### src/hw/rtl/assert_macros.svh
`ifndef ASSERT_MACROS_SVH
`define ASSERT_MACROS_SVH

// same-cycle implication, needs clock and reset in scope
`define NCM_ASSERT_IMP(lbl, ante, cons) \
   lbl: assert property (@(posedge clock) disable iff (reset) (ante) |-> (cons)) \
      else $error("ncm assertion failed");

// next-cycle implication
`define NCM_ASSERT_NXT(lbl, ante, cons) \
   lbl: assert property (@(posedge clock) disable iff (reset) (ante) |=> (cons)) \
      else $error("ncm assertion failed");

`endif

### src/hw/rtl/ncm_pkg.sv
`default_nettype none
package ncm_pkg;
   localparam int FRAC_BITS         = 16;
   localparam int QUOT_W            = FRAC_BITS + 1;
   localparam int COLOR_SCALE       = 127;
   localparam int COLOR_W           = 8;
   localparam int COORD_W           = 10;
   localparam int FACE_SIZE_W       = 11;
   localparam int DEF_MAX_FACE_SIZE = 1024;
   localparam logic [FACE_SIZE_W-1:0] FACE_SIZE_RESET = 11'd256;
   localparam logic [QUOT_W-1:0]      QUOT_ONE        = 17'h10000;

   typedef enum logic [2:0] {
      FACE_POS_X = 3'd0,
      FACE_NEG_X = 3'd1,
      FACE_POS_Y = 3'd2,
      FACE_NEG_Y = 3'd3,
      FACE_POS_Z = 3'd4,
      FACE_NEG_Z = 3'd5
   } face_type;

   function automatic logic [COLOR_W-1:0] to_color(input logic [QUOT_W-1:0] q,
                                                   input logic neg, input logic zero);
      logic [QUOT_W:0]     val;
      logic [QUOT_W+7:0]   prod;
      val  = neg ? ({1'b0, QUOT_ONE} - {1'b0, q}) : ({1'b0, QUOT_ONE} + {1'b0, q});
      prod = (QUOT_W+8)'(val) * (QUOT_W+8)'(COLOR_SCALE);
      if (zero) begin
         return COLOR_W'(COLOR_SCALE);
      end
      return prod[FRAC_BITS+COLOR_W-1:FRAC_BITS];
   endfunction
endpackage
`default_nettype wire

### src/hw/rtl/ncm_sqrt_cell.sv
`default_nettype none
module ncm_sqrt_cell import ncm_pkg::*; #(
   parameter int RW    = 27,
   parameter int SIDEW = 34
) (
   input  wire logic              clock,
   input  wire logic              reset,
   input  wire logic              in_valid,
   input  wire logic [2*RW-1:0]   in_rad,
   input  wire logic [RW+1:0]     in_rem,
   input  wire logic [RW-1:0]     in_root,
   input  wire logic [SIDEW-1:0]  in_side,
   output logic                   out_valid,
   output logic [2*RW-1:0]        out_rad,
   output logic [RW+1:0]          out_rem,
   output logic [RW-1:0]          out_root,
   output logic [SIDEW-1:0]       out_side
);
   logic              valid_ff;
   logic [2*RW-1:0]   rad_ff, rad_in;
   logic [RW+1:0]     rem_ff, rem_in;
   logic [RW-1:0]     root_ff, root_in;
   logic [SIDEW-1:0]  side_ff;
   logic [RW+3:0]     cand, sub, diff;
   logic              fits;

   always_comb begin
      cand    = {in_rem, in_rad[2*RW-1 -: 2]};
      sub     = {2'b00, in_root, 2'b01};
      diff    = cand - sub;
      fits    = (cand >= sub);
      rem_in  = fits ? diff[RW+1:0] : cand[RW+1:0];
      root_in = {in_root[RW-2:0], fits};
      rad_in  = {in_rad[2*RW-3:0], 2'b00};
   end

   always_ff @(posedge clock) begin
      if (reset) begin
         valid_ff <= 1'b0;
      end else begin
         valid_ff <= in_valid;
      end
      rad_ff  <= rad_in;
      rem_ff  <= rem_in;
      root_ff <= root_in;
      side_ff <= in_side;
   end

   assign out_valid = valid_ff;
   assign out_rad   = rad_ff;
   assign out_rem   = rem_ff;
   assign out_root  = root_ff;
   assign out_side  = side_ff;
endmodule
`default_nettype wire

### config.mk
export PLATFORM = sky130hd
export DESIGN_NAME = ncm_sqrt_cell
export DESIGN_NICKNAME = d
export VERILOG_FILES = /design/src/hw/rtl/assert_macros.svh /design/src/hw/rtl/ncm_pkg.sv /design/src/hw/rtl/ncm_sqrt_cell.sv
export SDC_FILE = /design/constraint.sdc
export NUM_CORES = 1
export LEC_CHECK = 0
export BUFFER_PORTS_ARGS = -buffer_cell sky130_fd_sc_hd__buf_2
export CORE_MARGIN = 8
export CORE_UTILIZATION = 40
export DETAILED_ROUTE_END_ITERATION = 8
export PLACE_DENSITY = 0.75
export REMOVE_ABC_BUFFERS = 1
export SLEW_MARGIN = 20
export SYNTH_ARGS = -nofsm -noshare
export SYNTH_HDL_FRONTEND = slang
export SYNTH_SLANG_ARGS = --single-unit
export TNS_END_PERCENT = 20
### constraint.sdc
create_clock -name clock -period 2.8 [get_ports clock]
set_input_delay 0.14 -clock clock [delete_from_list [all_inputs] [get_ports clock]]
set_output_delay 0.14 -clock clock [all_outputs]
set_load 0.02 [all_outputs]
==> impl_metrics.tcl, run 1 <==
set metrics [dict create \
    outcome "finished clean" \
    synth_area_um2 4810 \
    antenna_left 0 \
    p_per_area_nw_per_um2 698 \
    ys_seq_area_frac 0.596 \
    dpl_worst_slack_ns -0.00610 \
    worst_slack_ns 0.0733 \
    drc_errors 0 \
    numCtsBuffers 17 \
    grt_pass1_wl_um 31300 \
    syn_avg_cell_area_um2 10.8 \
    hold_viol_final 0 \
    synth-edff-count 0 \
    end_kind "flop" \
    gp_congestion 0.928 \
    min_path_cells 3 \
    path_max_fanout 4 \
    irDropWorstVdd_mv 0.345 \
    wl_per_cell_um 20.3 \
    routed_wl_um 21400 \
    synth_cell_types 49 \
    synth_largest_area_cell "dfxtp_1" \
    core.rowCount 40 \
    antenna_found_initial 2 \
    cts_tree "built" \
    io_pins 292 \
    fin_crit_ns 2.73 \
    clock_path_buffers 2 \
    drv_slew 0 \
    grt_pass1_vias 5546 \
    grt_max_degree 37 \
    drv_cap 0 \
    drt_iter0_drc 389 \
    pwr-share-clk 0.404 \
    synthCells 444 \
    ys_seq_elements 143 \
    synth_area_leaders "dfxtp_1, ha_1, a21oi_1, xnor2_1, inv_1" \
    antenna_cells 0 \
    final_area_um2 8710 \
    synth_most_common_cell "dfxtp_1" \
    fmax_ghz 0.367 \
    p_total_uw 6080 \
    placed_area_um2 6480 \
    share_seq_of_total_power 0.374 \
    h-tree-depth 4 \
    internal_power_uw 4390 \
    synth-main-ff-cell "dfxtp_1" \
    fp.dieArea_um2 15800 \
    yosysWarnings 0 \
    initial_core_util 0.405 \
    dr.pass1.iters 5 \
    path_clk_slew_ns 0.06 \
    start_kind "input port" \
    dieHeight_um 126 \
    io_buffers 289 \
    ys_async_sr_fraction 0 \
    die_x_um 126 \
    cp.arrival_ns 3.04 \
    p_comb_frac 0.221 \
    synth_top_area_frac 0.596 \
    grt_use_total 0.259 \
    critPathKind "in2reg" \
    via_per_inst 4.85 \
    cts_num_sinks 143 \
    netSwitchingPower_uw 1690 \
    vias 5109 \
    fin_nets 1070 \
    layout-drive-gt1-share 0.415 \
    overflow 0 \
    holdCritPathClass "in2reg" \
    yosys-top-cells-count "dfxtp_1, a21oi_1, inv_1, nor2_1, ha_1" \
    utilization 0.734 \
    cts-root-buf "clkbuf_16" \
    syn2layout_area_growth_pct 81.2 \
    p_leak_uw 0.00426 \
    finalCritPeriodShare 0.974 \
    coreArea_um2 11900 \
    dp_hpwl_um 14200 \
    crit_required_ns 3.11 \
    finalSetupViolations 0 \
    switching_share 0.277 \
]
critical path: stages:
cell,delay (ns)
dlygate4sd3_1,0.55
buf_2,0.13
inv_1,0.08
ha_4,0.22
a211o_1,0.27
o32a_4,0.32
o2bb2ai_2,0.13
or4b_4,0.53
a311oi_2,0.31
xnor2_1,0.11
mux2_4,0.26
per-layer routing:
layer,vias up,routed length [um],GRT usage
li1,2404,-,-
met1,2389,7980,0.256
met2,240,10800,0.460
met3,72,1460,0.0983
met4,4,1080,0.145
met5,-,27,0
through the flow:
stage | std cells | hold WS [ns] | TNS [ns]
after global routing | 1054 | 0.0334 | -0.0202
after CTS | 1050 | 0.00329 | 0
after floorplan | 428 | 0.168 | -7.84
final | 1054 | 0.0230 | 0
after global placement | 879 | 0.242 | 0
after detailed placement | 879 | 0.244 | -0.00610
layout by cell type (no fill, tap or decap), types with 3 or more instances in the layout:
cell,count
dlygate4sd3_1,138
or3_1,4
nor3_1,6
clkbuf_8,3
mux2_2,6
xnor2_1,17
a21o_1,6
o21ai_0,16
buf_4,17
a21oi_1,39
buf_2,288
bufinv_16,4
a31oi_1,3
xor2_1,10
inv_1,34
clkbuf_16,18
nor2_1,34
ha_4,5
clkinv_4,4
o211ai_1,3
o21a_1,5
nand2_1,17
dfxtp_1,143
ha_1,22
o21ai_2,3
nand3_1,9
nand4_1,4
path summary, 6_finish.rpt:
kind | start | endpoint | slack (ns)
setup / recovery | in_root[5] | out_rem[28] | 0.07
hold / removal | in_rem[16] | out_rem[18] | 0.02
repair_timing:
| action | CTS | global route |
|---|---|---|
| hold buffers | 139 | 0 |
| setup buffers | 0 | 4 |
| endpoints found under the setup margin | 0 | 29 |
| endpoints found under the hold margin | 138 | 0 |
| gates resized for setup | 0 | 31 |
cell type report:
| type | count | area [um2] |
|---|---|---|
| Multi-Input combinational cell | 250 | 1860 |
| Timing Repair Buffer | 447 | 3020 |
| Fill cell | 800 | 3150 |
| Sequential cell | 143 | 2860 |
| Clock buffer | 21 | 470 |
| Clock inverter | 11 | 179 |
| Inverter | 35 | 131 |
| Tap cell | 147 | 184 |
sequential cells by signal, indices dropped and copies added (netlist names):
| signal | cells |
|---|---|
| out_rad | 52 |
| out_rem | 29 |
| out_root | 27 |
| out_side | 34 |
| out_valid | 1 |
power by group through the flow:
stage | combinational [uW] | sequential [uW] | clock, uW
2_1_floorplan | 389 | 2560 | 0
3_3_place_gp | 1090 | 2300 | 0
3_5_place_dp | 1100 | 2310 | 0
4_1_cts | 1270 | 2270 | 2460
5_1_grt | 1430 | 2290 | 2580
6_report | 1350 | 2280 | 2460
kinds of logic after synthesis:
logic type,share of synthesized area
xor gates and xnor gates,0.0492
muxes,0.0172
and+or+nand+nor,0.0828
adders and majority gates,0.0755
AOI/OAI and AO/OA,0.132
buffers and inverters,0.0466
DFF,0.596
other,0.000780
(Power assumes the default switching activity.)
==> inputs of run 2 (changes only) <==
--- a/config.mk
+++ b/config.mk
@@ -8,6 +8,7 @@
 export BUFFER_PORTS_ARGS = -buffer_cell sky130_fd_sc_hd__buf_2
 export CORE_MARGIN = 8
 export CORE_UTILIZATION = 40
+export CTS_BUF_LIST = sky130_fd_sc_hd__clkbuf_2 sky130_fd_sc_hd__clkbuf_4 sky130_fd_sc_hd__clkbuf_8
 export DETAILED_ROUTE_END_ITERATION = 8
 export PLACE_DENSITY = 0.75
 export REMOVE_ABC_BUFFERS = 1
==> impl_metrics.tcl, run 2 (same netlist as run 1, synthesis figures left out) <==
set metrics [dict create \
    netSwitchingPower_uw 1580 \
    cp.arrival_ns 3.15 \
    syn2layout_area_growth_pct 74.7 \
    end_kind "flop" \
    grt_pass1_vias 5495 \
    drt_iter0_drc 309 \
    p_comb_frac 0.238 \
    mostFrequentLayoutCell "buf_2" \
    io_pins 292 \
    layout-drive-gt1-share 0.393 \
    drv_cap 0 \
    drc_errors 0 \
    largest_reg_flops 52 \
    internal_power_uw 3850 \
    fmax_ghz 0.356 \
    final_cell_mix "buf_2, dlygate4sd3_1, dfxtp_1, a21oi_1" \
    p_leak_uw 0.00415 \
    cts_tree "built" \
    path_max_fanout 5 \
    hold_viol_final 0 \
    initial_core_util 0.405 \
    overflow 0 \
    via_per_inst 4.77 \
    grt_max_degree 37 \
    antenna_found_initial 3 \
    grt_pass1_wl_um 31000 \
    cts-root-buf "clkbuf_8" \
    routed_wl_um 20600 \
    start_kind "input port" \
    rsz0062_at_grt "true" \
    cp_cell_sequence "dlygate4sd3_1, buf_2, ha_1, o21a_1, o31a_1, o32a_4, o2bb2ai_2, or4b_4, a311oi_2, xnor2_1, mux2_4" \
    cts_num_sinks 143 \
    dp_hpwl_um 14200 \
    die_x_um 126 \
    core.rowCount 40 \
    gp_congestion 0.928 \
    share_seq_of_total_power 0.419 \
    irDropWorstVdd_mv 0.304 \
    cts_setup_buffers 0 \
    coreArea_um2 11900 \
    switching_share 0.291 \
    min_path_cells 4 \
    pwr-share-clk 0.343 \
    fp.dieArea_um2 15800 \
    io_buffers 289 \
    worst_slack_ns -0.00537 \
    finalSetupViolations 1 \
    holdCritPathClass "in2reg" \
    p_per_area_nw_per_um2 647 \
    critPathKind "in2reg" \
    setup_tns_ns -0.00537 \
    dpl_worst_slack_ns -0.00610 \
    crit_required_ns 3.14 \
    finalCritPeriodShare 1.00 \
    numCtsBuffers 17 \
    h-tree-depth 4 \
    fin_nets 1070 \
    fin_crit_ns 2.81 \
    drv_slew 0 \
    dieHeight_um 126 \
    grt_use_total 0.255 \
    outcome "finished with violations" \
    path_clk_slew_ns 0.08 \
    violations "setup timing" \
    dr.pass1.iters 4 \
    vias 5042 \
    cpMaxStageDelayCell "dlygate4sd3_1" \
    wl_per_cell_um 19.5 \
    max_stage_delay_ns 0.53 \
    antenna_left 0 \
    clock_path_buffers 2 \
]
run 2: power by group through the flow:
stage | registers (uW) | logic (uW) | clock network, uW
floorplan | 2560 | 389 | 0
global placement | 2300 | 1090 | 0
detailed placement | 2310 | 1100 | 0
CTS | 2260 | 1270 | 1880
global route | 2290 | 1380 | 1980
finish | 2270 | 1290 | 1870
run 2: timing repair:
action / CTS / global route
endpoints found under the setup margin: 0 / 27
endpoints found under the hold margin: 142 / 0
resized for setup: 0 / 8
hold buffers: 143 / 0
run 2: path summary, 6_finish.rpt:
kind	from	end	slack, ns
setup / recovery	in_rem[1]	out_rem[28]	-0.005
hold / removal	in_rem[3]	out_rem[5]	0.20
run 2: stage by stage:
stage / util / hold slack, ns / instances / total power [uW] / cell area [um2]
after floorplan: - / 0.168 / 428 / 2950 / 4720
after global placement: 0.546 / 0.242 / 879 / 3390 / 6480
after detailed placement: 0.546 / 0.244 / 879 / 3410 / 6480
after CTS: 0.706 / 0.176 / 1054 / 5410 / 8370
after global routing: 0.708 / 0.237 / 1056 / 5650 / 8400
final: 0.708 / 0.204 / 1056 / 5430 / 8400
run 2: layer usage:
metal | GRT usage | part of all wire
met1 | 0.255 | 0.37
met2 | 0.454 | 0.51
met3 | 0.0882 | 0.074
met4 | 0.147 | 0.047
met5 | 0 | 0.00049
run 2: final cells by class:
| cell class | count | area [um2] |
|---|---|---|
| fill | 858 | 3460 |
| timing repair buffer | 447 | 3000 |
| sequential | 143 | 2860 |
| multi-input combinational | 250 | 1750 |
| clock buffer | 21 | 283 |
| tap | 147 | 184 |
| clock inverter | 11 | 179 |
| inverter | 35 | 131 |
| antenna | 2 | 5.00 |
run 2: critical path, delay by kind of cell:
kind                       cells  cell delay [ns]
buffers and inverters          2             0.66
adders and majority gates      1             0.36
muxes                          1             0.26
AOI/OAI and AO/OA              5             1.10
xor gates and xnor gates       1             0.09
and+or+nand+nor                1             0.53
