===== config.mk =====
export PLATFORM = sky130hd
export DESIGN_NAME = ncm_div_cell
export DESIGN_NICKNAME = d
export VERILOG_FILES = /design/src/hw/rtl/assert_macros.svh /design/src/hw/rtl/ncm_pkg.sv /design/src/hw/rtl/ncm_div_cell.sv
export SDC_FILE = /design/constraint.sdc
export NUM_CORES = 1
export LEC_CHECK = 0
export BUFFER_PORTS_ARGS = -buffer_cell sky130_fd_sc_hd__buf_2
export CORE_ASPECT_RATIO = 0.5
export CORE_UTILIZATION = 47
export CTS_CLUSTER_DIAMETER = 100
export CTS_CLUSTER_SIZE = 30
export DETAILED_ROUTE_END_ITERATION = 7
export GPL_TIMING_DRIVEN = 0
export PLACE_DENSITY = 0.82
export SLEW_MARGIN = 20
export SYNTH_ARGS = -nofsm -noshare
export SYNTH_HDL_FRONTEND = slang
export SYNTH_SLANG_ARGS = --single-unit
export TNS_END_PERCENT = 30

===== constraint.sdc =====
create_clock -name clock -period 2.8 [get_ports clock]
set_clock_uncertainty 0.2 [all_clocks]
set_input_delay 0.14 -clock clock [delete_from_list [all_inputs] [get_ports clock]]
set_output_delay 0.14 -clock clock [all_outputs]
set_load 0.1 [all_outputs]

===== src/hw/rtl/assert_macros.svh =====
`ifndef ASSERT_MACROS_SVH
`define ASSERT_MACROS_SVH

// same-cycle implication, needs clock and reset in scope
`define NCM_ASSERT_IMP(lbl, ante, cons) \
   lbl: assert property (@(posedge clock) disable iff (reset) (ante) |-> (cons)) \
      else $error("ncm assertion failed");

// next-cycle implication
`define NCM_ASSERT_NXT(lbl, ante, cons) \
   lbl: assert property (@(posedge clock) disable iff (reset) (ante) |=> (cons)) \
      else $error("ncm assertion failed");

`endif


===== src/hw/rtl/ncm_pkg.sv =====
`default_nettype none
package ncm_pkg;
   localparam int FRAC_BITS         = 16;
   localparam int QUOT_W            = FRAC_BITS + 1;
   localparam int COLOR_SCALE       = 127;
   localparam int COLOR_W           = 8;
   localparam int COORD_W           = 10;
   localparam int FACE_SIZE_W       = 11;
   localparam int DEF_MAX_FACE_SIZE = 1024;
   localparam logic [FACE_SIZE_W-1:0] FACE_SIZE_RESET = 11'd256;
   localparam logic [QUOT_W-1:0]      QUOT_ONE        = 17'h10000;

   typedef enum logic [2:0] {
      FACE_POS_X = 3'd0,
      FACE_NEG_X = 3'd1,
      FACE_POS_Y = 3'd2,
      FACE_NEG_Y = 3'd3,
      FACE_POS_Z = 3'd4,
      FACE_NEG_Z = 3'd5
   } face_type;

   function automatic logic [COLOR_W-1:0] to_color(input logic [QUOT_W-1:0] q,
                                                   input logic neg, input logic zero);
      logic [QUOT_W:0]     val;
      logic [QUOT_W+7:0]   prod;
      val  = neg ? ({1'b0, QUOT_ONE} - {1'b0, q}) : ({1'b0, QUOT_ONE} + {1'b0, q});
      prod = (QUOT_W+8)'(val) * (QUOT_W+8)'(COLOR_SCALE);
      if (zero) begin
         return COLOR_W'(COLOR_SCALE);
      end
      return prod[FRAC_BITS+COLOR_W-1:FRAC_BITS];
   endfunction
endpackage
`default_nettype wire


===== src/hw/rtl/ncm_div_cell.sv =====
`default_nettype none
module ncm_div_cell import ncm_pkg::*; #(
   parameter int RW    = 27,
   parameter int SIDEW = 2
) (
   input  wire logic              clock,
   input  wire logic              reset,
   input  wire logic              in_valid,
   input  wire logic [RW-1:0]     in_rem,
   input  wire logic [RW-1:0]     in_div,
   input  wire logic [QUOT_W-1:0] in_q,
   input  wire logic [SIDEW-1:0]  in_side,
   output logic                   out_valid,
   output logic [RW-1:0]          out_rem,
   output logic [RW-1:0]          out_div,
   output logic [QUOT_W-1:0]      out_q,
   output logic [SIDEW-1:0]       out_side
);
   logic              valid_ff;
   logic [RW-1:0]     rem_ff, rem_in, div_ff;
   logic [QUOT_W-1:0] q_ff, q_in;
   logic [SIDEW-1:0]  side_ff;
   logic [RW:0]       sh, diff;
   logic              fits;

   always_comb begin
      sh     = {in_rem, 1'b0};
      diff   = sh - {1'b0, in_div};
      fits   = (sh >= {1'b0, in_div});
      rem_in = fits ? diff[RW-1:0] : sh[RW-1:0];
      q_in   = {in_q[QUOT_W-2:0], fits};
   end

   always_ff @(posedge clock) begin
      if (reset) begin
         valid_ff <= 1'b0;
      end else begin
         valid_ff <= in_valid;
      end
      rem_ff  <= rem_in;
      div_ff  <= in_div;
      q_ff    <= q_in;
      side_ff <= in_side;
   end

   assign out_valid = valid_ff;
   assign out_rem   = rem_ff;
   assign out_div   = div_ff;
   assign out_q     = q_ff;
   assign out_side  = side_ff;
endmodule
`default_nettype wire


==> results of run 1 <==
repair_timing:
| action | in CTS | in global routing |
|---|---|---|
| hold endpoints to repair | 73 | 1 |
| gates resized for setup | 1 | 8 |
| endpoints found under the setup margin | 2 | 24 |
| hold buffers | 73 | 1 |
| pin swaps | 0 | 1 |
| setup buffers | 0 | 1 |
metal layers:
layer  up-vias  wire, µm  GRT usage, %  part of all wire [%]
met5         -         0             0                     0
li1       1787         -             -                     -
met2       172      4620          47.0                    47
met1      1607      4080          30.1                    41
met4         0       233          9.23                   2.4
met3        30       912          10.3                   9.3
power breakdown:
part | internal, µW | total (µW) | switching (µW)
registers | 1180 | 1210 | 28.9
clock network | 721 | 1190 | 464
logic | 394 | 1710 | 1320
synth_stat cells, types with 2 or more instances:
master                      n
sky130_fd_sc_hd__a2111o_1   2
sky130_fd_sc_hd__a211oi_1   3
sky130_fd_sc_hd__a21o_1    13
sky130_fd_sc_hd__a21oi_1   27
sky130_fd_sc_hd__a31oi_1    5
sky130_fd_sc_hd__and2_1     3
sky130_fd_sc_hd__and3_1     6
sky130_fd_sc_hd__buf_2      3
sky130_fd_sc_hd__clkbuf_1   5
sky130_fd_sc_hd__dfxtp_1   74
sky130_fd_sc_hd__ha_1      27
sky130_fd_sc_hd__inv_1     35
sky130_fd_sc_hd__mux2_4     2
sky130_fd_sc_hd__nand2_1   42
sky130_fd_sc_hd__nand3_1    5
sky130_fd_sc_hd__nor2_1    21
sky130_fd_sc_hd__nor2b_1    4
sky130_fd_sc_hd__nor3_1     7
sky130_fd_sc_hd__o211ai_1   4
sky130_fd_sc_hd__o21a_1     3
sky130_fd_sc_hd__o21ai_0   31
sky130_fd_sc_hd__o21bai_1   5
sky130_fd_sc_hd__o31ai_1    5
sky130_fd_sc_hd__or3_1      2
sky130_fd_sc_hd__xnor2_1    8
sky130_fd_sc_hd__xor2_1     9
layout make-up:
cell class,count,area share [%]
Buffer,8,0.822
Clock buffer,10,4.48
Clock inverter,6,1.34
Inverter,36,2.54
Multi-Input combinational cell,258,32.9
Sequential cell,74,27.8
Tap cell,92,2.16
Timing Repair Buffer,223,27.9
state kept, by name, summed over array words and instances (netlist names):
register	cells
out_side	2
out_div	27
out_rem	27
out_valid	1
out_q	17
kinds of logic after synthesis:
logic type	count (synthesis)
AND/OR/NAND/NOR	97
AO/OA/AOI/OAI	113
XOR/XNOR	17
multiplexers	3
flip-flops	74
adder cells (fa/ha/maj)	28
buffers and inverters	45
cells in the final DEF, fill, tap and decap left out, drive strengths merged, types with 3 or more instances in the layout:
master       count
a211oi           4
a21o            13
a21oi           27
a31oi            5
and2             3
and3             6
buf            153
clkbuf          14
dfxtp           74
dlygate4sd3     74
ha              27
inv             38
nand2           42
nand3            5
nor2            21
nor2b            4
nor3             7
o211ai           4
o21a             3
o21ai           32
o21bai           5
o31ai            6
xnor2            8
xor2             9
worst max path at each step:
| stage | from | end | slack [ps] |
|---|---|---|---|
| final | in_rem[9] | out_rem[22] | 90 |
| after global routing | in_div[0] | out_rem[19] | 2 |
| after CTS | in_div[23] | out_rem[8] | 20 |
| after detailed placement | in_div[0] | out_rem[22] | -360 |
| after global placement | in_div[0] | out_rem[22] | -300 |
| after floorplan | in_div[0] | out_rem[19] | 270 |
metrics by stage:
step	setup WS (ps)	utilization [%]
after detailed placement	-355	62.2
final	88.8	78.0
after global routing	2.23	78.0
after CTS	19.3	77.5
after global placement	-299	62.2
after floorplan	271	-
==> results_tabular.tex, run 1 <==
\begin{tabular}{lr}
\hline
Metric & Value \\
\hline
\multicolumn{2}{l}{\textbf{Worst setup path}} \\
Crit. End Element & flip-flop \\
Worst path max stage delay & 530 ps \\
Largest driver fanout on the critical path & 10 \\
Kind of critical path & in2reg \\
Number of logic stages on the critical path including buffering & 10 \\
Cell at the slowest stage of the critical path & sky130\_fd\_sc\_hd\_\_dlygate4sd3\_1 \\
Critical Path Start Type & primary input \\
Arrival @ worst endpoint & 2710 ps \\
Count of buffer and inverter cells on the critical path & 3 \\
Crit path max-delay family & buffers and inverters \\
Required time at the worst-slack endpoint & 2800 ps \\
List of cells traversed by the critical path & dlygate4sd3\_1, buf\_2, ha\_1, and3\_2, nand2\_1, nor4\_2, o21a\_1, o31ai\_4, clkbuf\_2, o21ai\_0 \\
\multicolumn{2}{l}{\textbf{STA}} \\
Minimum hold slack & -5.96 ps \\
Setup repair after global routing missed its margin & no \\
Max-slew headroom & 63.4\% \\
Final clock period utilization by the worst path & between 90\% and 100\% \\
Final Hold Vio Count & 1 \\
FMAX & 369 MHz \\
Total count of max-transition violations in the final report & 0 \\
Crit path time final & 2710 ps \\
Endpoints failing setup & 0 \\
Setup TNS after final layout & 0 ps \\
Worst Tran Pin Value & 545 ps \\
\multicolumn{2}{l}{\textbf{Place}} \\
Final weighted congestion in routability-driven placement & 0.958 \\
Placed instance area & 4250 µm² \\
Cell count after placement & 617 \\
Number of I/O port buffers & 148 \\
Estimated wirelength of the detail-placed design & 6310 µm \\
\multicolumn{2}{l}{\textbf{Clock network}} \\
TritonCTS Buffers & 9 \\
CTS tree & built \\
Clock Sink Count & between 70 and 80 \\
CTS HTree Levels & 3 \\
Clock Root Buffer & sky130\_fd\_sc\_hd\_\_clkbuf\_16 \\
Clock slew at reported path FFs & $\sim$60 ps \\
CTS Buffer Depth & 2 \\
\multicolumn{2}{l}{\textbf{Run status}} \\
Outcome & finished, violations left \\
Failing checks & hold timing \\
\multicolumn{2}{l}{\textbf{Logic synthesis}} \\
Sequential element share of the synthesized area & 43.7\% \\
Count of unique library cells instantiated by Yosys & 52 \\
Warnings, synthesis & 0 \\
Synthesized netlist net count & 481 \\
Adder-cell share of the synthesized area & 10.5\% \\
Primary FF master, synth & sky130\_fd\_sc\_hd\_\_dfxtp\_1 \\
Average footprint of a synthesized cell & 9.00 µm² \\
Share of Yosys cell area claimed by the top area cell type & 43.7\% \\
Post-synthesis cell count & 377 \\
Dominant combinational cell family by area after synthesis & compound AO/OA/AOI/OAI gates \\
Basic-gate share of the synthesized area counting and, or, nand and nor cells & a little over an eighth \\
Largest area contributor in the synthesized netlist & sky130\_fd\_sc\_hd\_\_dfxtp\_1 \\
Synth Area in Compound Gates & 21.8\% \\
Number of flops mapped to enable cells by yosys & 0 \\
Top cells by area in the synthesized netlist & sky130\_fd\_sc\_hd\_\_dfxtp\_1 44\%, sky130\_fd\_sc\_hd\_\_ha\_1 10\%, sky130\_fd\_sc\_hd\_\_nand2\_1 4.6\%, sky130\_fd\_sc\_hd\_\_o21ai\_0 4.6\%, sky130\_fd\_sc\_hd\_\_a21oi\_1 4.0\% \\
Post-synthesis instance area & about 3400 µm² \\
\#FFs+latches synth & between 70 and 80 \\
Post-synthesis share of cell area spent on xor and xnor gates & 4.39\% \\
Post-synthesis mux area share & 1.18\% \\
Fraction of registers with async set/reset & 0\% \\
\multicolumn{2}{l}{\textbf{Power}} \\
Total power per unit cell area & slightly below 800 nW/µm² \\
Leakage Power & 0.00267 µW \\
Worst supply voltage drop on vdd & 351 µV \\
Overall power & 4100 µW \\
\multicolumn{2}{l}{\textbf{Hold path}} \\
Hold path start & in\_rem[0] \\
Terminating pin of the worst hold path & out\_rem[1] \\
Class of the worst hold path & in2reg \\
Number of cells traversed by the worst hold path & 4 \\
\multicolumn{2}{l}{\textbf{Finish}} \\
Antenna cells & 0 \\
Filler Cells Inserted & 462 \\
Post-layout net count & 714 \\
Multi-input logic area & 1750 µm² \\
Area delta synth->final & 57.0\% \\
Footprint of the flip-flops and latches & around 1500 µm² \\
Fin cells & 707 \\
Share of cells above drive strength 1 & 29.8\% \\
Area of all placed cells without fillers & about 5300 µm² \\
\multicolumn{2}{l}{\textbf{Detailed routing}} \\
Routed wirelength normalized by instance count & around 14 µm \\
Via count & 3,596 \\
Count of TritonRoute iterations in the first routing pass & 5 \\
Number of nets with antenna violations after routing & 0 \\
Ratio of routed vias to standard cells & 5.09 \\
Number of design rule violations left after detail routing & 0 \\
Violation count after the first detailed-routing iteration & 251 \\
Total wire length after detailed routing & 9850 µm \\
\multicolumn{2}{l}{\textbf{Floorplan}} \\
Area of the core & 6830 µm² \\
Initial core utilization & 49.7\% \\
Total die area & 7580 µm² \\
Number of rows in the core area & 21 \\
Num ports & 150 \\
Die span in x & 122 µm \\
Die height & 62.1 µm \\
\multicolumn{2}{l}{\textbf{GRT}} \\
Largest net degree at the start of global routing & 15 \\
Total GRT Usage & 26.5\% \\
Global-route wire length before repair & 15,000 µm \\
Total grt overflow & 0 \\
Via count of the first global-routing pass & 3,233 \\
Antenna violations before repair & 0 \\
\multicolumn{2}{l}{\textbf{Flow run}} \\
Max-cap viol count & 0 \\
\hline
\end{tabular}
Power figures use the tool's default switching activity.
==> run 2: changes to the inputs <==
- BUFFER_PORTS_ARGS: -buffer_cell sky130_fd_sc_hd__buf_2 -> -buffer_cell sky130_fd_sc_hd__buf_4
- GPL_TIMING_DRIVEN: 0 -> not set
==> run 2 against run 1 <==
Net effect: the run ends with setup timing left; setup slack lost 320 ps; flip-flop and latch count unchanged; via count increased by 13%; combinational power up 16%; final area is 12% higher; first-iteration DRC count increased by 65%; critical path depth up 2; total power rose by 7.6%; core utilization grew 9.4 points; clock power hardly changed; die area is the same; sequential power barely moved.
==> results_tabular.tex, run 2 (synthesis results as in run 1) <==
\begin{tabular}{lr}
\hline
Metric & Value \\
\hline
\multicolumn{2}{l}{\textbf{Floorplan}} \\
Area of the core & 6830 µm² (unchanged) \\
Die height & 62.1 µm (unchanged) \\
Die span in x & 122 µm (unchanged) \\
Total die area & 7580 µm² (unchanged) \\
Num ports & 150 (unchanged) \\
Number of rows in the core area & 21 (unchanged) \\
Initial core utilization & 49.7\% (unchanged) \\
\multicolumn{2}{l}{\textbf{Finish}} \\
Area delta synth->final & 76.0\% \\
Share of cells above drive strength 1 & 34.3\% (+4.5 points) \\
Post-layout net count & 720 (+0.84\%) \\
Post-Route Utilization & 87.4\% (+9.4 points) \\
Most frequent cells in the layout & 161 x sky130\_fd\_sc\_hd\_\_buf\_4, 74 x sky130\_fd\_sc\_hd\_\_dfxtp\_1, 73 x sky130\_fd\_sc\_hd\_\_dlygate4sd3\_1 \\
Most common cell after layout, fill and taps aside & sky130\_fd\_sc\_hd\_\_buf\_4 \\
\multicolumn{2}{l}{\textbf{STA}} \\
Crit path time final & 3030 ps (+318 ps) \\
Setup repair after global routing missed its margin & yes \\
Max-slew headroom & 70.0\% (+6.6 points) \\
FMAX & 330 MHz (-11\%) \\
Least setup slack across all paths after layout & -229 ps (-318 ps) \\
Total count of max-transition violations in the final report & 0 (unchanged) \\
Final Hold Vio Count & 0 (-1) \\
Worst Tran Pin Value & 448 ps (-97.1 ps) \\
Final clock period utilization by the worst path & 108\% (+11 points) \\
Setup TNS after final layout & -2530 ps (-2530 ps) \\
Endpoints failing setup & 25 (+25) \\
\multicolumn{2}{l}{\textbf{Clock network}} \\
Clock slew at reported path FFs & 70 ps (about the same) \\
Clock Root Buffer & sky130\_fd\_sc\_hd\_\_clkbuf\_16 \\
CTS HTree Levels & 3 (unchanged) \\
Clock Sink Count & 74 (unchanged) \\
CTS tree & built \\
TritonCTS Buffers & 9 (unchanged) \\
CTS Buffer Depth & 2 (unchanged) \\
\multicolumn{2}{l}{\textbf{Place}} \\
Final weighted congestion in routability-driven placement & 0.863 (-9.9\%) \\
Post-Place Worst Slack & 13.0 ps (+368 ps) \\
Estimated wirelength of the detail-placed design & 6570 µm (+4.1\%) \\
Number of I/O port buffers & 148 (unchanged) \\
\multicolumn{2}{l}{\textbf{Worst setup path}} \\
Cell at the slowest stage of the critical path & sky130\_fd\_sc\_hd\_\_dlygate4sd3\_1 \\
Arrival @ worst endpoint & 3060 ps (+350 ps) \\
Worst path max stage delay & 550 ps (+20 ps) \\
Required time at the worst-slack endpoint & 2840 ps (+40 ps) \\
Critical Path Start Type & primary input \\
Count of buffer and inverter cells on the critical path & 5 (+2) \\
Kind of critical path & in2reg \\
Crit path max-delay family & compound AO/OA/AOI/OAI gates \\
List of cells traversed by the critical path & dlygate4sd3\_1, buf\_4, inv\_1, ha\_4, a211oi\_4, o21bai\_4, o21a\_1, o21a\_1, o31ai\_4, clkinv\_4, buf\_12, mux2\_4 \\
Largest driver fanout on the critical path & 6 (-4) \\
Cell with the most instances on the worst path & sky130\_fd\_sc\_hd\_\_o21a\_1 \\
Crit. End Element & flip-flop \\
\multicolumn{2}{l}{\textbf{GRT}} \\
Via count of the first global-routing pass & 3,390 (+4.9\%) \\
Total GRT Usage & 28.9\% (+2.4 points) \\
Antenna violations before repair & 1 (+1) \\
Largest net degree at the start of global routing & 31 (+16) \\
Global-route wire length before repair & 16,200 µm (+7.3\%) \\
Total grt overflow & 0 (unchanged) \\
\multicolumn{2}{l}{\textbf{Detailed routing}} \\
Violation count after the first detailed-routing iteration & 413 (+65\%) \\
Via count & 4,058 (+13\%) \\
Number of design rule violations left after detail routing & 0 (unchanged) \\
Total wire length after detailed routing & 14,400 µm (+46\%) \\
Ratio of routed vias to standard cells & 5.68 (+12\%) \\
Routed wirelength normalized by instance count & 20.2 µm (+45\%) \\
Count of TritonRoute iterations in the first routing pass & 6 (+1) \\
Number of nets with antenna violations after routing & 0 (unchanged) \\
\multicolumn{2}{l}{\textbf{Hold path}} \\
Terminating pin of the worst hold path & out\_rem[1] \\
Hold path start & in\_rem[0] \\
Number of cells traversed by the worst hold path & 4 (unchanged) \\
Class of the worst hold path & in2reg \\
\multicolumn{2}{l}{\textbf{Flow run}} \\
Max-cap viol count & 0 (unchanged) \\
\multicolumn{2}{l}{\textbf{Power}} \\
Total power per unit cell area & 739 nW/µm² (-4.0\%) \\
Leakage Power & 0.00288 µW (+7.9\%) \\
Worst supply voltage drop on vdd & 424 µV (+21\%) \\
\multicolumn{2}{l}{\textbf{Run status}} \\
Failing checks & setup timing \\
Outcome & finished, violations left \\
\hline
\end{tabular}
[run 2: changes by cell type in the layout (fill, tap and decap cells not counted), moves of 3 or more]
cell	delta
sky130_fd_sc_hd__ha_4	+7
sky130_fd_sc_hd__ha_1	-10
sky130_fd_sc_hd__clkinv_4	+4
sky130_fd_sc_hd__buf_2	-151
sky130_fd_sc_hd__buf_4	+160
sky130_fd_sc_hd__ha_2	+3
[run 2: per-layer routing]
metal	part of all wire, %	global-route usage (%)	wire length [µm]
met1	37	32.2	5270
met2	48	54.6	6870
met3	11	8.03	1550
met4	4.8	11.1	697
met5	0	0	0
[run 2: cell type report]
cell class                      instances  area [µm²]
Antenna cell                            1        2.50
Multi-Input combinational cell        258        1940
Tap cell                               92         115
Fill cell                             317         858
Inverter                               36         140
Clock inverter                          6        73.8
Clock buffer                           10         239
Sequential cell                        74        1480
Timing Repair Buffer                  237        1980
[run 2: what timing repair did]
| action | CTS | global route |
|---|---|---|
| buffers inserted | 0 | 5 |
| endpoints found under the hold margin | 73 | 1 |
| endpoints found under the setup margin | 0 | 25 |
| resized for setup | 0 | 46 |
| hold buffers | 73 | 1 |
[run 2: worst max-delay path by stage]
stage,startpoint,endpoint,slack [ps],depth (start not counted)
after floorplan,in_div[0],out_rem[19],270,10
after global placement,in_div[0],out_rem[26],100,11
after detailed placement,in_div[0],out_rem[26],10,11
after CTS,in_div[15],out_rem[25],9,12
after global routing,in_div[3],out_rem[3],-310,12
final,in_div[3],out_rem[3],-230,12
[run 2: where the power goes]
part | internal (µW) | switching [µW] | leakage [µW] | total [µW]
sequential | 1180 | 45.1 | 0.000624 | 1230
clock | 724 | 489 | 0.000153 | 1210
combinational | 555 | 1420 | 0.00210 | 1980
total | 2460 | 1960 | 0.00288 | 4420
[run 2: stage by stage]
stage | area, µm² | hold slack (ps) | cells | power, µW
3_5_place_dp | 4650 | 45.5 | 618 | 2950
4_1_cts | 5690 | -170 | 707 | 4230
5_1_grt | 5970 | 81.0 | 714 | 4540
6_report | 5970 | 39.7 | 714 | 4420
3_3_place_gp | 4650 | 44.4 | 618 | 2930
2_1_floorplan | 3390 | -32.3 | 377 | 2550
==> run 3: changes to the inputs <==
- REMOVE_ABC_BUFFERS: not set -> 1
==> run 3 against run 2 <==
Net effect: critical endpoint is now out_rem[26]; largest cell class unchanged; flip-flop and latch count did not move; global-route usage fell by 0.44 points; die area is the same; the run still ends with setup timing left; clock power rose by 9.9%.
==> results_tabular.tex, run 3 (synthesis results as in run 1) <==
\begin{tabular}{lr}
\hline
Metric & Value \\
\hline
\multicolumn{2}{l}{\textbf{Worst setup path}} \\
Largest driver fanout on the critical path & 7 (+1) \\
Setup crit end & out\_rem[26] \\
Worst path max stage delay & 550 ps (about the same) \\
Cell at the slowest stage of the critical path & sky130\_fd\_sc\_hd\_\_dlygate4sd3\_1 \\
Crit. End Element & flip-flop \\
Arrival @ worst endpoint & 2930 ps (-130 ps) \\
Required time at the worst-slack endpoint & 2860 ps (+20 ps) \\
Critical Path Start Type & primary input \\
List of cells traversed by the critical path & dlygate4sd3\_1, buf\_4, inv\_1, ha\_4, a211o\_1, o21a\_1, o21a\_1, o31ai\_4, clkinv\_4, and4b\_1, a211oi\_2 \\
Launching element of the worst setup path & in\_div[7] \\
Kind of critical path & in2reg \\
Cell with the most instances on the worst path & sky130\_fd\_sc\_hd\_\_o21a\_1 \\
\multicolumn{2}{l}{\textbf{Floorplan}} \\
Num ports & 150 (unchanged) \\
Die span in x & 122 µm (unchanged) \\
Initial core utilization & 49.7\% (unchanged) \\
Area of the core & 6830 µm² (unchanged) \\
Die height & 62.1 µm (unchanged) \\
Total die area & 7580 µm² (unchanged) \\
Number of rows in the core area & 21 (unchanged) \\
\multicolumn{2}{l}{\textbf{GRT}} \\
Global-route wire length before repair & 16,100 µm (-0.30\%) \\
Via count of the first global-routing pass & 3,394 (+0.12\%) \\
Total grt overflow & 0 (unchanged) \\
Antenna violations before repair & 0 (-1) \\
Largest net degree at the start of global routing & 25 (-19\%) \\
Total GRT Usage & 28.5\% (-0.44 points) \\
\multicolumn{2}{l}{\textbf{Power}} \\
Internal power & 2580 µW (+5.1\%) \\
Sequential power share & 27.4\% (-0.4 points) \\
Total power per unit cell area & 762 nW/µm² (+3.0\%) \\
Switching power total & 1880 µW (-3.8\%) \\
Worst supply voltage drop on vdd & 388 µV (-8.5\%) \\
Leakage Power & 0.00285 µW (-0.77\%) \\
Switching fraction of total power & 42.1\% (-2.2 points) \\
Overall power & 4470 µW (+1.2\%) \\
Combinational share of power & 42.8\% (-2.0 points) \\
Clock Power Share & 29.9\% (+2.4 points) \\
\multicolumn{2}{l}{\textbf{Clock network}} \\
Clock slew at reported path FFs & 60 ps (about the same) \\
CTS tree & built \\
TritonCTS Buffers & 9 (unchanged) \\
CTS Buffer Depth & 2 (unchanged) \\
Clock Sink Count & 74 (unchanged) \\
Clock Root Buffer & sky130\_fd\_sc\_hd\_\_clkbuf\_16 \\
CTS HTree Levels & 3 (unchanged) \\
\multicolumn{2}{l}{\textbf{Detailed routing}} \\
Ratio of routed vias to standard cells & 5.56 (-2.2\%) \\
Number of design rule violations left after detail routing & 0 (unchanged) \\
Via count & 3,947 (-2.7\%) \\
Routed wirelength normalized by instance count & 17.6 µm (-13\%) \\
Number of nets with antenna violations after routing & 0 (unchanged) \\
Total wire length after detailed routing & 12,500 µm (-13\%) \\
Violation count after the first detailed-routing iteration & 346 (-16\%) \\
Count of TritonRoute iterations in the first routing pass & 8 (+2) \\
\multicolumn{2}{l}{\textbf{Place}} \\
Final weighted congestion in routability-driven placement & 0.871 (+0.93\%) \\
Estimated wirelength of the detail-placed design & 6540 µm (-0.45\%) \\
Post-Place Worst Slack & 11.0 ps (-2.01 ps) \\
Number of I/O port buffers & 148 (unchanged) \\
\multicolumn{2}{l}{\textbf{STA}} \\
Least setup slack across all paths after layout & -71.9 ps (+157 ps) \\
FMAX & 348 MHz (+5.5\%) \\
Endpoints failing setup & 12 (-52\%) \\
Max-slew headroom & 59.9\% (-10 points) \\
Total count of max-transition violations in the final report & 0 (unchanged) \\
Final clock period utilization by the worst path & 103\% (-5.6 points) \\
Crit path time final & 2870 ps (-157 ps) \\
Worst Tran Pin Value & 596 ps (+148 ps) \\
Final Hold Vio Count & 0 (unchanged) \\
Minimum hold slack & 3.88 ps (-35.8 ps) \\
\multicolumn{2}{l}{\textbf{Finish}} \\
Area delta synth->final & 72.8\% \\
Post-layout net count & 718 (-0.28\%) \\
Most frequent cells in the layout & 159 x sky130\_fd\_sc\_hd\_\_buf\_4, 74 x sky130\_fd\_sc\_hd\_\_dlygate4sd3\_1, 74 x sky130\_fd\_sc\_hd\_\_dfxtp\_1 \\
Share of cells above drive strength 1 & 31.9\% (-2.4 points) \\
Most common cell after layout, fill and taps aside & sky130\_fd\_sc\_hd\_\_buf\_4 \\
Antenna cells & 0 (-1) \\
\multicolumn{2}{l}{\textbf{Run status}} \\
Outcome & finished, violations left \\
Failing checks & setup timing \\
\multicolumn{2}{l}{\textbf{Flow run}} \\
Max-cap viol count & 0 (unchanged) \\
\multicolumn{2}{l}{\textbf{Hold path}} \\
Class of the worst hold path & in2reg \\
\hline
\end{tabular}
[run 3: cell types whose count changed in the layout (fill, tap and decap cells not counted), moves of 2 or more]
| cell | before | now |
|---|---|---|
| sky130_fd_sc_hd__ha_1 | 17 | 21 |
| sky130_fd_sc_hd__ha_4 | 7 | 3 |
| sky130_fd_sc_hd__a21oi_1 | 23 | 26 |
| sky130_fd_sc_hd__a21oi_2 | 4 | 1 |
| sky130_fd_sc_hd__clkinv_4 | 5 | 2 |
| sky130_fd_sc_hd__a211oi_2 | 0 | 2 |
| sky130_fd_sc_hd__and3_4 | 2 | 0 |
| sky130_fd_sc_hd__buf_4 | 161 | 159 |
| sky130_fd_sc_hd__bufinv_16 | 1 | 3 |
| sky130_fd_sc_hd__inv_1 | 33 | 35 |
| sky130_fd_sc_hd__inv_2 | 2 | 0 |
| sky130_fd_sc_hd__nor3_1 | 5 | 7 |
| sky130_fd_sc_hd__nor3_2 | 2 | 0 |
[run 3: worst min-delay path by stage]
stage,startpoint,endpoint,slack [ps],depth (start not counted)
after floorplan,in_div[0],out_div[0],-30,0
after global placement,in_q[0],out_q[1],40,1
after CTS,in_rem[0],out_rem[1],-180,3
final,in_rem[0],out_rem[1],4,4
after detailed placement,in_q[10],out_q[11],50,1
after global routing,in_rem[0],out_rem[1],50,4
[run 3: per-layer routing]
layer  GRT usage (%)  up-vias  share of wire [%]
met5               0        -                  0
met4            14.5        0                4.4
met3            8.12       75                9.6
met2            51.2      278                 50
met1            32.3     1801                 36
li1                -     1793                  -
[run 3: timing repair]
item	in CTS	in global routing
resized for setup	0	28
hold buffers	73	1
buffers inserted	0	5
endpoints found under the hold margin	73	1
setup endpoints to repair	0	19
[run 3: critical path: cells and delay by family]
family / cells / cell delay (ps)
simple gates: 1 / 220
buf+inv: 4 / 960
compound gates: 5 / 1380
fa+ha+maj: 1 / 230
[run 3: layout make-up]
cell class	count	area [µm²]
fillers	330	967
multi-input cells	258	1820
flip-flops and latches	74	1480
clock inverters	6	115
clock buffers	9	225
well taps	92	115
repair buffers	235	1970
inverters	36	140
[run 3: power groups by stage]
stage	Combinational (µW)	Sequential, µW	Clock, µW
after floorplan	378	2160	0
after global placement	1690	1240	0
after detailed placement	1700	1240	0
after CTS	1790	1220	1340
after global routing	1980	1230	1400
final	1910	1220	1330
[run 3: per-stage QoR]
stage               util, %  cell area [µm²]  TNS [ps]  instances
finish                 85.8             5860      -382        710
global route           85.8             5860      -719        710
CTS                    83.5             5710         0        704
detailed placement     67.8             4630         0        616
global placement       67.8             4630         0        616
floorplan                 -             3350     -2630        368
